===== src/rtl/core/shlt_pkg.sv =====
package shlt_pkg;

  localparam int unsigned TableDepthDefault = 256;
  localparam int unsigned HashAddA          = 23;
  localparam int unsigned HashAddB          = 65537;
  localparam int unsigned EntryIdxW         = 8;

  // controller to datapath
  typedef struct packed {
    logic accept;  // take the input item
    logic scan;    // advance the table walk
    logic finish;  // load the result register, append on a miss when the table has room
  } cmd_t;

  // datapath to controller
  typedef struct packed {
    logic is_lookup;  // offered item is a terminator or a direct add
    logic match;      // compared entry equals the key
    logic exhausted;  // every valid entry compared without a match
    logic out_free;   // result register can take a new result
  } status_t;

endpackage


===== src/rtl/core/shlt_ctrl.sv =====
module shlt_ctrl (
  input  logic             clk_i,
  input  logic             rst_ni,
  input  logic             in_valid_i,
  input  shlt_pkg::status_t status_i,
  output shlt_pkg::cmd_t    cmd_o,
  output logic             in_ready_o
);

  localparam logic [1:0] StIdle = 2'd0;
  localparam logic [1:0] StMul  = 2'd1;
  localparam logic [1:0] StScan = 2'd2;

  logic [1:0] state_q, state_d;
  logic       done;

  assign done       = status_i.match || status_i.exhausted;
  assign in_ready_o = (state_q == StIdle);

  always_comb begin
    state_d       = state_q;
    cmd_o.accept  = 1'b0;
    cmd_o.scan    = 1'b0;
    cmd_o.finish  = 1'b0;
    unique case (state_q)
      StIdle: begin
        if (in_valid_i) begin
          cmd_o.accept = 1'b1;
          state_d      = status_i.is_lookup ? StScan : StMul;
        end
      end
      StMul: begin
        state_d = StIdle;
      end
      StScan: begin
        // freeze the walk while the result register is still occupied
        if (done) begin
          if (status_i.out_free) begin
            cmd_o.finish = 1'b1;
            state_d      = StIdle;
          end
        end else begin
          cmd_o.scan = 1'b1;
        end
      end
      default: begin
        state_d = StIdle;
      end
    endcase
  end

  always_ff @(posedge clk_i or negedge rst_ni) begin
    if (!rst_ni) begin
      state_q <= StIdle;
    end else begin
      state_q <= state_d;
    end
  end

endmodule


===== config.mk =====
export PLATFORM = sky130hd
export DESIGN_NAME = shlt_ctrl
export DESIGN_NICKNAME = d
export VERILOG_FILES = /design/src/rtl/core/shlt_pkg.sv /design/src/rtl/core/shlt_ctrl.sv
export SDC_FILE = /design/constraint.sdc
export NUM_CORES = 1
export LEC_CHECK = 0
export BUFFER_PORTS_ARGS = -buffer_cell sky130_fd_sc_hd__buf_2
export CAP_MARGIN = 20
export CORE_AREA = 2 2 39 41
export DETAILED_ROUTE_END_ITERATION = 8
export DIE_AREA = 0 0 41 43
export PLACE_DENSITY = 0.34
export SLEW_MARGIN = 20
export SYNTH_ARGS = -nofsm -noshare
export SYNTH_HDL_FRONTEND = slang
export SYNTH_SLANG_ARGS = --single-unit

===== constraint.sdc =====
create_clock -name clk_i -period 1.45 [get_ports clk_i]
set_input_delay 0.29 -clock clk_i [delete_from_list [all_inputs] [get_ports clk_i]]
set_output_delay 0.29 -clock clk_i [all_outputs]
set_load 0.01 [all_outputs]

==> flow_summary_export.csv, run 1 <==
group,metric,value,unit
status,status,"complete, no violations",
layout,top_regs,"state_q x2",
pwr,ir_drop,0.000439,V
synthesis,synth_compound_area_share,17.4,%
synthesis,ys_warn_count,0,
global_route,gr-usage-all-layers,5.63,%
worst_setup_path,slowest_stage,"dfrtp_1",
place,io_buffer_count,10,
timing,finalCritPeriodShare,93.5,%
synthesis,netlist.area_leader.share,43.5,%
synthesis,synth-simple-area-share,39.1,%
detailed_routing,num_vias,149,
global_route,grt_pass1_vias,155,
synthesis,synth_area_per_cell,9.59,µm²
timing,worst_pin_slew,183,ps
detailed_routing,drc,0,
place,place_congestion,0.635,
worst_setup_path,start_kind,"flop",
worst_setup_path,cp.arrival,1070,ps
synthesis,yosys.area.top_type,"dfrtp_1",
worst_setup_path,crit_chain,"nand2b_1 > nor3_2 > buf_2",
pwr,p_sw,92.5,µW
synthesis,async_flop_share,100,%
hold_path,min_path_type,"in -> async",
pwr,cell_internal_pwr,203,µW
synthesis,synth_top_family_by_area,"simple AND/OR/NAND/NOR gates",
worst_setup_path,worst-path-buf-inv,1,
synthesis,synth_area,115,µm²
die,io_pins,11,
die,core-area,0.00138,mm²
flow_run,drv_cap,0,
worst_setup_path,critPathMaxStageDelay,410,ps
pwr,power.share.clock,41.6,%
pwr,combPwrFrac,29.3,%
synthesis,yosysSeqAreaShare,43.5,%
worst_setup_path,critical_path.max_fanout,4,
synthesis,syn-instance-count,12,
global_route,grt.overflow.total,0,
timing,setup_slack,94.0,ps
timing,hold_viol,0,
timing,finalSetupViolations,0,
worst_setup_path,startpoint,"state_q[0]",
synthesis,synth_top_flop_cell,"dfrtp_1",
place,dp_cells,38,
worst_setup_path,cpLargestDelayFamily,"flip-flops",
worst_setup_path,crit_type,"reg -> out",
synthesis,synth.mux.area_fraction,0,%
timing,rsz0062_at_grt,"false",
clocking,cts_num_sinks,2,
layout,max_flop_register,"state_q",
timing,period_needed,1360,ps
clocking,clk_pin_slew_worst_paths,30,ps
clocking,cts_buffer_depth,2,
detailed_routing,drtIter0Drc,1,
die,die-width,41,µm
die,die_height,43,µm
layout,syn_to_final_growth,93.5,%
detailed_routing,routed_wl,387,µm
timing,skew,1.08,ps
layout,largest_reg_flops,2,
worst_setup_path,regToRegStartpoint,"state_q[1]",
synthesis,synth_xor_area_share,0,%
synthesis,synth_edf_count,0,
synthesis,synth-seq-cells,2,
synthesis,syn_nets,19,
clocking,htree_levels,1,
layout,nets,35,
synthesis,synth.area.top_cells,"dfrtp_1 (43%), nor3b_2 (11%), nor3_1 (8.7%), o211a_1 (8.7%), and2b_2 (7.6%)",
layout,final_layout_size_suffix_gt1_share,61.5,%
pwr,power_frac_seq,29.1,%
pwr,power_density,1330,mW/mm²
detailed_routing,via_per_inst,3.55,
timing,slew_headroom,87.8,%
global_route,antenna_found_initial,0,
detailed_routing,drt_first_pass_iters,2,
timing,fmax,737,MHz
place,dp_slack,314,ps
global_route,grt_pass1_wl,552,µm
worst_setup_path,required,1160,ps
synthesis,post_synth_num_cell_types,9,
synthesis,synthTopCellsByCount,"dfrtp_1 (2), nor2_1 (2), nor3_1 (2)",
timing,slew_viol_final,0,
die,fp.dieArea,0.00176,mm²
synthesis,synth-adder-area-share,0,%
pwr,p_leak,0.119,nW
layout,antenna_cells,0,
die,start_util,8.32,%
die,rows,14,
clocking,insertion_delay,220,ps
timing,final.setup.tns,0,ps
layout,stdcell_count,42,
pwr,power.total,296,µW
global_route,grt_max_degree,6,
detailed_routing,wire_per_inst,9.21,µm
clocking,cts_made_buffers,3,
clocking,clockRootBuffer,"clkbuf_4",
pwr,switching_share,31.3,%
detailed_routing,ant_nets,0,
clocking,cts_tree,"yes",
worst_setup_path,cp-end-kind,"output pin",
-- kinds of logic after synthesis --
logic type	count (synthesis)
compound gates	3
flops	2
simple gates	7
-- worst reg2reg max path: cells and delay by family (launching register included) --
kind / cells / cell delay [ps]
DFF: 1 / 420
and+or+nand+nor: 2 / 370
-- cell usage in the layout (no fill, tap or decap), drive strengths merged --
master and count:
a21oi 1, and2b 1, buf 10, clkbuf 3, dfrtp 2, dlygate4sd3 1
nand2b 1, nor2 2, nor3 2, nor3b 1, o211a 1, o21ai 1
-- worst paths after layout --
| check | slack (ps) | to | depth (start not counted) |
|---|---|---|---|
| min reg2reg | 510 | state_q[1] | 1 |
| max reg2reg | 600 | state_q[0] | 2 |
| min | 380 | state_q[0] | 2 |
| max in group asynchronous | 970 | state_q[1] | 2 |
| max | 90 | cmd_o[1] | 3 |
| min in group clk_i | 390 | state_q[1] | 3 |
-- power by group through the flow --
stage / registers [mW] / logic [mW] / clock network (mW)
global placement: 0.0842 / 0.0816 / 0
detailed placement: 0.0860 / 0.0819 / 0
finish: 0.0862 / 0.0867 / 0.123
CTS: 0.0856 / 0.0848 / 0.134
global route: 0.0887 / 0.0959 / 0.133
floorplan: 0.0818 / 0.0476 / 0
-- routing by layer --
layer  share of wire, %  global-route usage, %  vias to the layer above  wire, µm
met3                 16                   3.14                        0        60
met4                  0                   8.00                        0         0
met1                 50                   6.77                       66       193
met2                 34                   5.31                       11       133
li1                   -                      -                       72         -
met5                  0                      0                        -         0
-- through the flow --
stage | area [µm²] | hold WS [ps] | util [%]
6_report | 223 | 384 | 16.1
3_3_place_gp | 185 | 77.4 | 13.4
2_1_floorplan | 115 | -5.59 | -
3_5_place_dp | 185 | 76.5 | 13.4
4_1_cts | 218 | 365 | 15.7
5_1_grt | 223 | 403 | 16.1
-- timing repair --
action,in CTS,in global routing
resized for setup,0,1
setup buffers,0,0
hold buffers,1,0
endpoints found under the hold margin,2,0
setup endpoints to repair,0,1
-- layout make-up --
cell class,instances,area [µm²]
Clock buffer,3,22.5
Fill cell,155,1160
Multi-Input combinational cell,10,70.1
Sequential cell,2,50.0
Tap cell,16,20.0
Timing Repair Buffer,11,60.1
No activity file was read; power rests on OpenSTA's default activity.
==> inputs of run 2 (changes only) <==
CELL_PAD_IN_SITES_DETAIL_PLACEMENT = 2   (was default)
CELL_PAD_IN_SITES_GLOBAL_PLACEMENT = 2   (was default)
PLACE_DENSITY = 0.5   (was 0.34)
==> flow_summary_export.csv, run 2 (same netlist as run 1, synthesis figures left out) <==
group,metric,value,unit
status,status,"complete, no violations",
layout,multi_input_area,70.1,µm²
layout,antenna_cells,0,
timing,fmax,732,MHz
die,start_util,8.32,%
clocking,clockRootBuffer,"clkbuf_4",
pwr,ir_drop,0.000320,V
clocking,cts_setup_buffers,0,
detailed_routing,routed_wl,427,µm
clocking,cts_num_sinks,2,
timing,hold_viol,0,
timing,finalSetupViolations,0,
timing,holdWs,380,ps
timing,rsz0062_at_grt,"false",
place,io_buffer_count,10,
place,dp_hpwl,354,µm
worst_setup_path,cp.arrival,1080,ps
clocking,cts_tree,"yes",
global_route,grt_pass1_vias,185,
die,core-area,0.00138,mm²
global_route,grt.overflow.total,0,
global_route,antenna_found_initial,0,
die,fp.dieArea,0.00176,mm²
hold_path,min_path_type,"in -> async",
worst_setup_path,cp-end-kind,"output pin",
layout,top_regs,"state_q x2",
timing,setup_slack,83.3,ps
layout,layout_common_cells,"buf_2 (10), clkbuf_4 (3), nor2_1 (2), dfrtp_1 (2)",
timing,worst_pin_slew,179,ps
timing,slew_viol_final,0,
place,place_congestion,0.633,
worst_setup_path,critical_path.max_fanout,4,
detailed_routing,drc,0,
timing,finalCritPeriodShare,94.3,%
worst_setup_path,crit_type,"reg -> out",
timing,period_needed,1370,ps
worst_setup_path,critPathMaxStageDelay,400,ps
pwr,power_density,1330,mW/mm²
clocking,htree_levels,1,
clocking,clk_pin_slew_worst_paths,30,ps
flow_run,drv_cap,0,
layout,final_common_cell,"buf_2",
layout,layout.area.seq,50.0,µm²
layout,largest_reg_flops,2,
layout,final_layout_size_suffix_gt1_share,61.5,%
global_route,grt_max_degree,6,
worst_setup_path,start_kind,"flop",
place,dp_cells,38,
worst_setup_path,slowest_stage,"dfrtp_1",
layout,max_flop_register,"state_q",
worst_setup_path,crit_chain,"nand2b_1 > nor3_2 > buf_2",
layout,stdcell_count,42,
die,io_pins,11,
worst_setup_path,regToRegStartpoint,"state_q[1]",
timing,slew_headroom,88.1,%
clocking,cts_made_buffers,3,
die,die_height,43,µm
die,rows,14,
worst_setup_path,required,1160,ps
pwr,p_leak,0.119,nW
global_route,grt_pass1_wl,676,µm
die,die-width,41,µm
timing,skew,3.36,ps
timing,final.setup.tns,0,ps
clocking,cts_buffer_depth,2,
detailed_routing,drt_first_pass_iters,3,
clocking,insertion_delay,220,ps
detailed_routing,num_vias,148,
layout,syn_to_final_growth,93.5,%
detailed_routing,drtIter0Drc,1,
global_route,gr-usage-all-layers,6.82,%
detailed_routing,ant_nets,0,
detailed_routing,wire_per_inst,10.2,µm
detailed_routing,via_per_inst,3.52,
layout,fillers,162,
place,dp_slack,287,ps
layout,nets,35,
worst_setup_path,startpoint,"state_q[0]",
==> run 2: cell counts in the layout (fill, tap and decap cells not counted) <==
No cell type changed its count.
==> run 2: cell type report <==
type | instances | area share [%]
clock buffers | 3 | 10.1
flip-flops and latches | 2 | 22.5
multi-input cells | 10 | 31.5
repair buffers | 11 | 27.0
well taps | 16 | 8.99
==> run 2: per-layer routing <==
layer | track usage [%] | wire (µm) | vias up
met2 | 6.25 | 148 | 13
met4 | 10.0 | 8 | 0
met1 | 7.69 | 204 | 62
met3 | 4.71 | 65 | 2
li1 | - | - | 71
met5 | 0 | 0 | -
==> run 2: worst paths after layout <==
path	slack, ps	depth (start not counted)	end
min in group clk_i	390	3	state_q[1]
max	80	3	cmd_o[1]
max reg2reg	600	2	state_q[0]
min reg2reg	510	1	state_q[1]
min	380	2	state_q[0]
max in group asynchronous	970	2	state_q[1]
==> run 2: worst max-delay path, delay by kind of cell, from the launching register on <==
kind | cells | cell delay, ps
simple gates | 2 | 300
flops | 1 | 400
buf+inv | 1 | 150
==> run 2: report_power, final <==
part	switching, mW	internal (mW)	leakage (nW)
Sequential	0.0173	0.0683	0.0255
Combinational	0.0458	0.0438	0.0794
Clock	0.0300	0.0911	0.0138
==> run 2: stage by stage <==
stage / utilization (%) / power, mW / cell area (µm²)
after floorplan: - / 0.129 / 115
after global placement: 13.4 / 0.167 / 185
after detailed placement: 13.4 / 0.173 / 185
after CTS: 15.7 / 0.303 / 218
after global routing: 16.1 / 0.326 / 223
final: 16.1 / 0.296 / 223
==> run 2: repair_timing <==
action / CTS / global route
hold buffers: 1 / 0
setup endpoints to repair: 0 / 1
hold endpoints to repair: 2 / 0
gates resized for setup: 0 / 1
==> inputs of run 3 (changes only) <==
MAX_ROUTING_LAYER = met4   (was default)
==> flow_summary_export.csv, run 3 (same netlist as run 1, synthesis figures left out) <==
group,metric,value,unit
status,status,"complete, no violations",
timing,fmax,732,MHz
clocking,cts_setup_buffers,0,
timing,skew,3.37,ps
detailed_routing,wire_per_inst,10.2,µm
timing,finalCritPeriodShare,94.3,%
pwr,p_leak,0.119,nW
layout,final_layout_size_suffix_gt1_share,61.5,%
place,place_congestion,0.638,
global_route,grt_pass1_vias,184,
clocking,cts_made_buffers,3,
detailed_routing,ant_nets,0,
layout,final_common_cell,"buf_2",
global_route,antenna_found_initial,0,
layout,max_flop_register,"state_q",
detailed_routing,wl_met2,148,µm
layout,layout_common_cells,"buf_2 (10), clkbuf_4 (3), nor2_1 (2), dfrtp_1 (2)",
die,die_height,43,µm
layout,antenna_cells,0,
detailed_routing,drtIter0Drc,1,
place,io_buffer_count,10,
timing,hold_viol,0,
detailed_routing,met1_length,210,µm
hold_path,min_path_type,"in -> async",
die,fp.dieArea,0.00176,mm²
timing,final.setup.tns,0,ps
global_route,grt.overflow.total,0,
detailed_routing,num_vias,148,
place,dp_cells,38,
die,start_util,8.32,%
global_route,grt_max_degree,6,
clocking,cts_num_sinks,2,
flow_run,drv_cap,0,
detailed_routing,drc,0,
layout,top_regs,"state_q x2",
layout,syn_to_final_growth,93.5,%
detailed_routing,drt_first_pass_iters,3,
layout,stdcell_count,42,
clocking,cts_tree,"yes",
pwr,power_density,1330,mW/mm²
die,die-width,41,µm
worst_setup_path,regToRegStartpoint,"state_q[1]",
place,place_area,185,µm²
timing,finalSetupViolations,0,
worst_setup_path,reg2reg_slack,600,ps
die,rows,14,
worst_setup_path,critical_path.max_fanout,4,
detailed_routing,highest_layer,"met4",
clocking,cts_buffer_depth,2,
pwr,power.total,296,µW
pwr,ir_drop,0.000319,V
detailed_routing,met3_length,59,µm
die,io_pins,11,
clocking,clockRootBuffer,"clkbuf_4",
detailed_routing,via_per_inst,3.52,
layout,final_area,223,µm²
worst_setup_path,r2r_cells,2,
worst_setup_path,timing.rr.end,"state_q[0]",
timing,worst_pin_slew,179,ps
clocking,htree_levels,1,
timing,holdWs,380,ps
worst_setup_path,required,1160,ps
worst_setup_path,cp.arrival,1080,ps
layout,nets,35,
global_route,gr-usage-all-layers,6.99,%
die,core-area,0.00138,mm²
timing,slew_headroom,88.1,%
timing,slew_viol_final,0,
clocking,clk_pin_slew_worst_paths,30,ps
detailed_routing,routed_wl,427,µm
layout,fillers,162,
worst_setup_path,start_kind,"flop",
place,dp_hpwl,354,µm
clocking,insertion_delay,220,ps
worst_setup_path,cp-end-kind,"output pin",
global_route,grt_pass1_wl,676,µm
timing,period_needed,1370,ps
timing,rsz0062_at_grt,"false",
worst_setup_path,crit_type,"reg -> out",
layout,largest_reg_flops,2,
-- run 3: cell counts in the layout (fill, tap and decap cells not counted) --
Identical to the previous run, type by type.
-- run 3: worst max path at each step --
stage / start / end / slack, ps / cells after the start
finish: state_q[0] / cmd_o[1] / 80 / 3
global route: state_q[0] / cmd_o[1] / 20 / 3
CTS: state_q[0] / cmd_o[1] / 30 / 3
detailed placement: state_q[0] / cmd_o[1] / 290 / 3
global placement: state_q[0] / cmd_o[1] / 320 / 3
floorplan: state_q[0] / cmd_o[1] / 350 / 2
-- run 3: metal layers --
layer,vias to the layer above,GRT usage [%]
met2,13,6.25
met5,-,-
met3,2,4.71
met1,62,7.69
li1,71,-
met4,0,10.0
-- run 3: final cells by class --
type                       count  area [µm²]  share of cell area [%]
multi-input combinational     10        70.1                    31.5
timing repair buffer          11        60.1                    27.0
sequential                     2        50.0                    22.5
clock buffer                   3        22.5                    10.1
tap                           16        20.0                    8.99
-- run 3: what timing repair did --
item,CTS,global route
hold buffers,1,0
hold endpoints to repair,2,0
resized for setup,0,1
setup endpoints to repair,0,1
-- run 3: critical path, stage by stage, from the launching register on --
cell and delay, ps:
dfrtp_1 400, nand2b_1 190, nor3_2 110, buf_2 150
-- run 3: where the power goes --
group	leakage, nW	total, mW	internal [mW]	switching [mW]
Clock	0.0138	0.121	0.0911	0.0299
Combinational	0.0794	0.0895	0.0438	0.0457
Sequential	0.0255	0.0856	0.0683	0.0173
-- run 3: metrics by stage --
| step | util, % | setup WS, ps |
|---|---|---|
| 3_3_place_gp | 13.4 | 318 |
| 5_1_grt | 16.1 | 24.3 |
| 3_5_place_dp | 13.4 | 287 |
| 4_1_cts | 15.7 | 34.8 |
| 2_1_floorplan | - | 352 |
| 6_report | 16.1 | 83.4 |
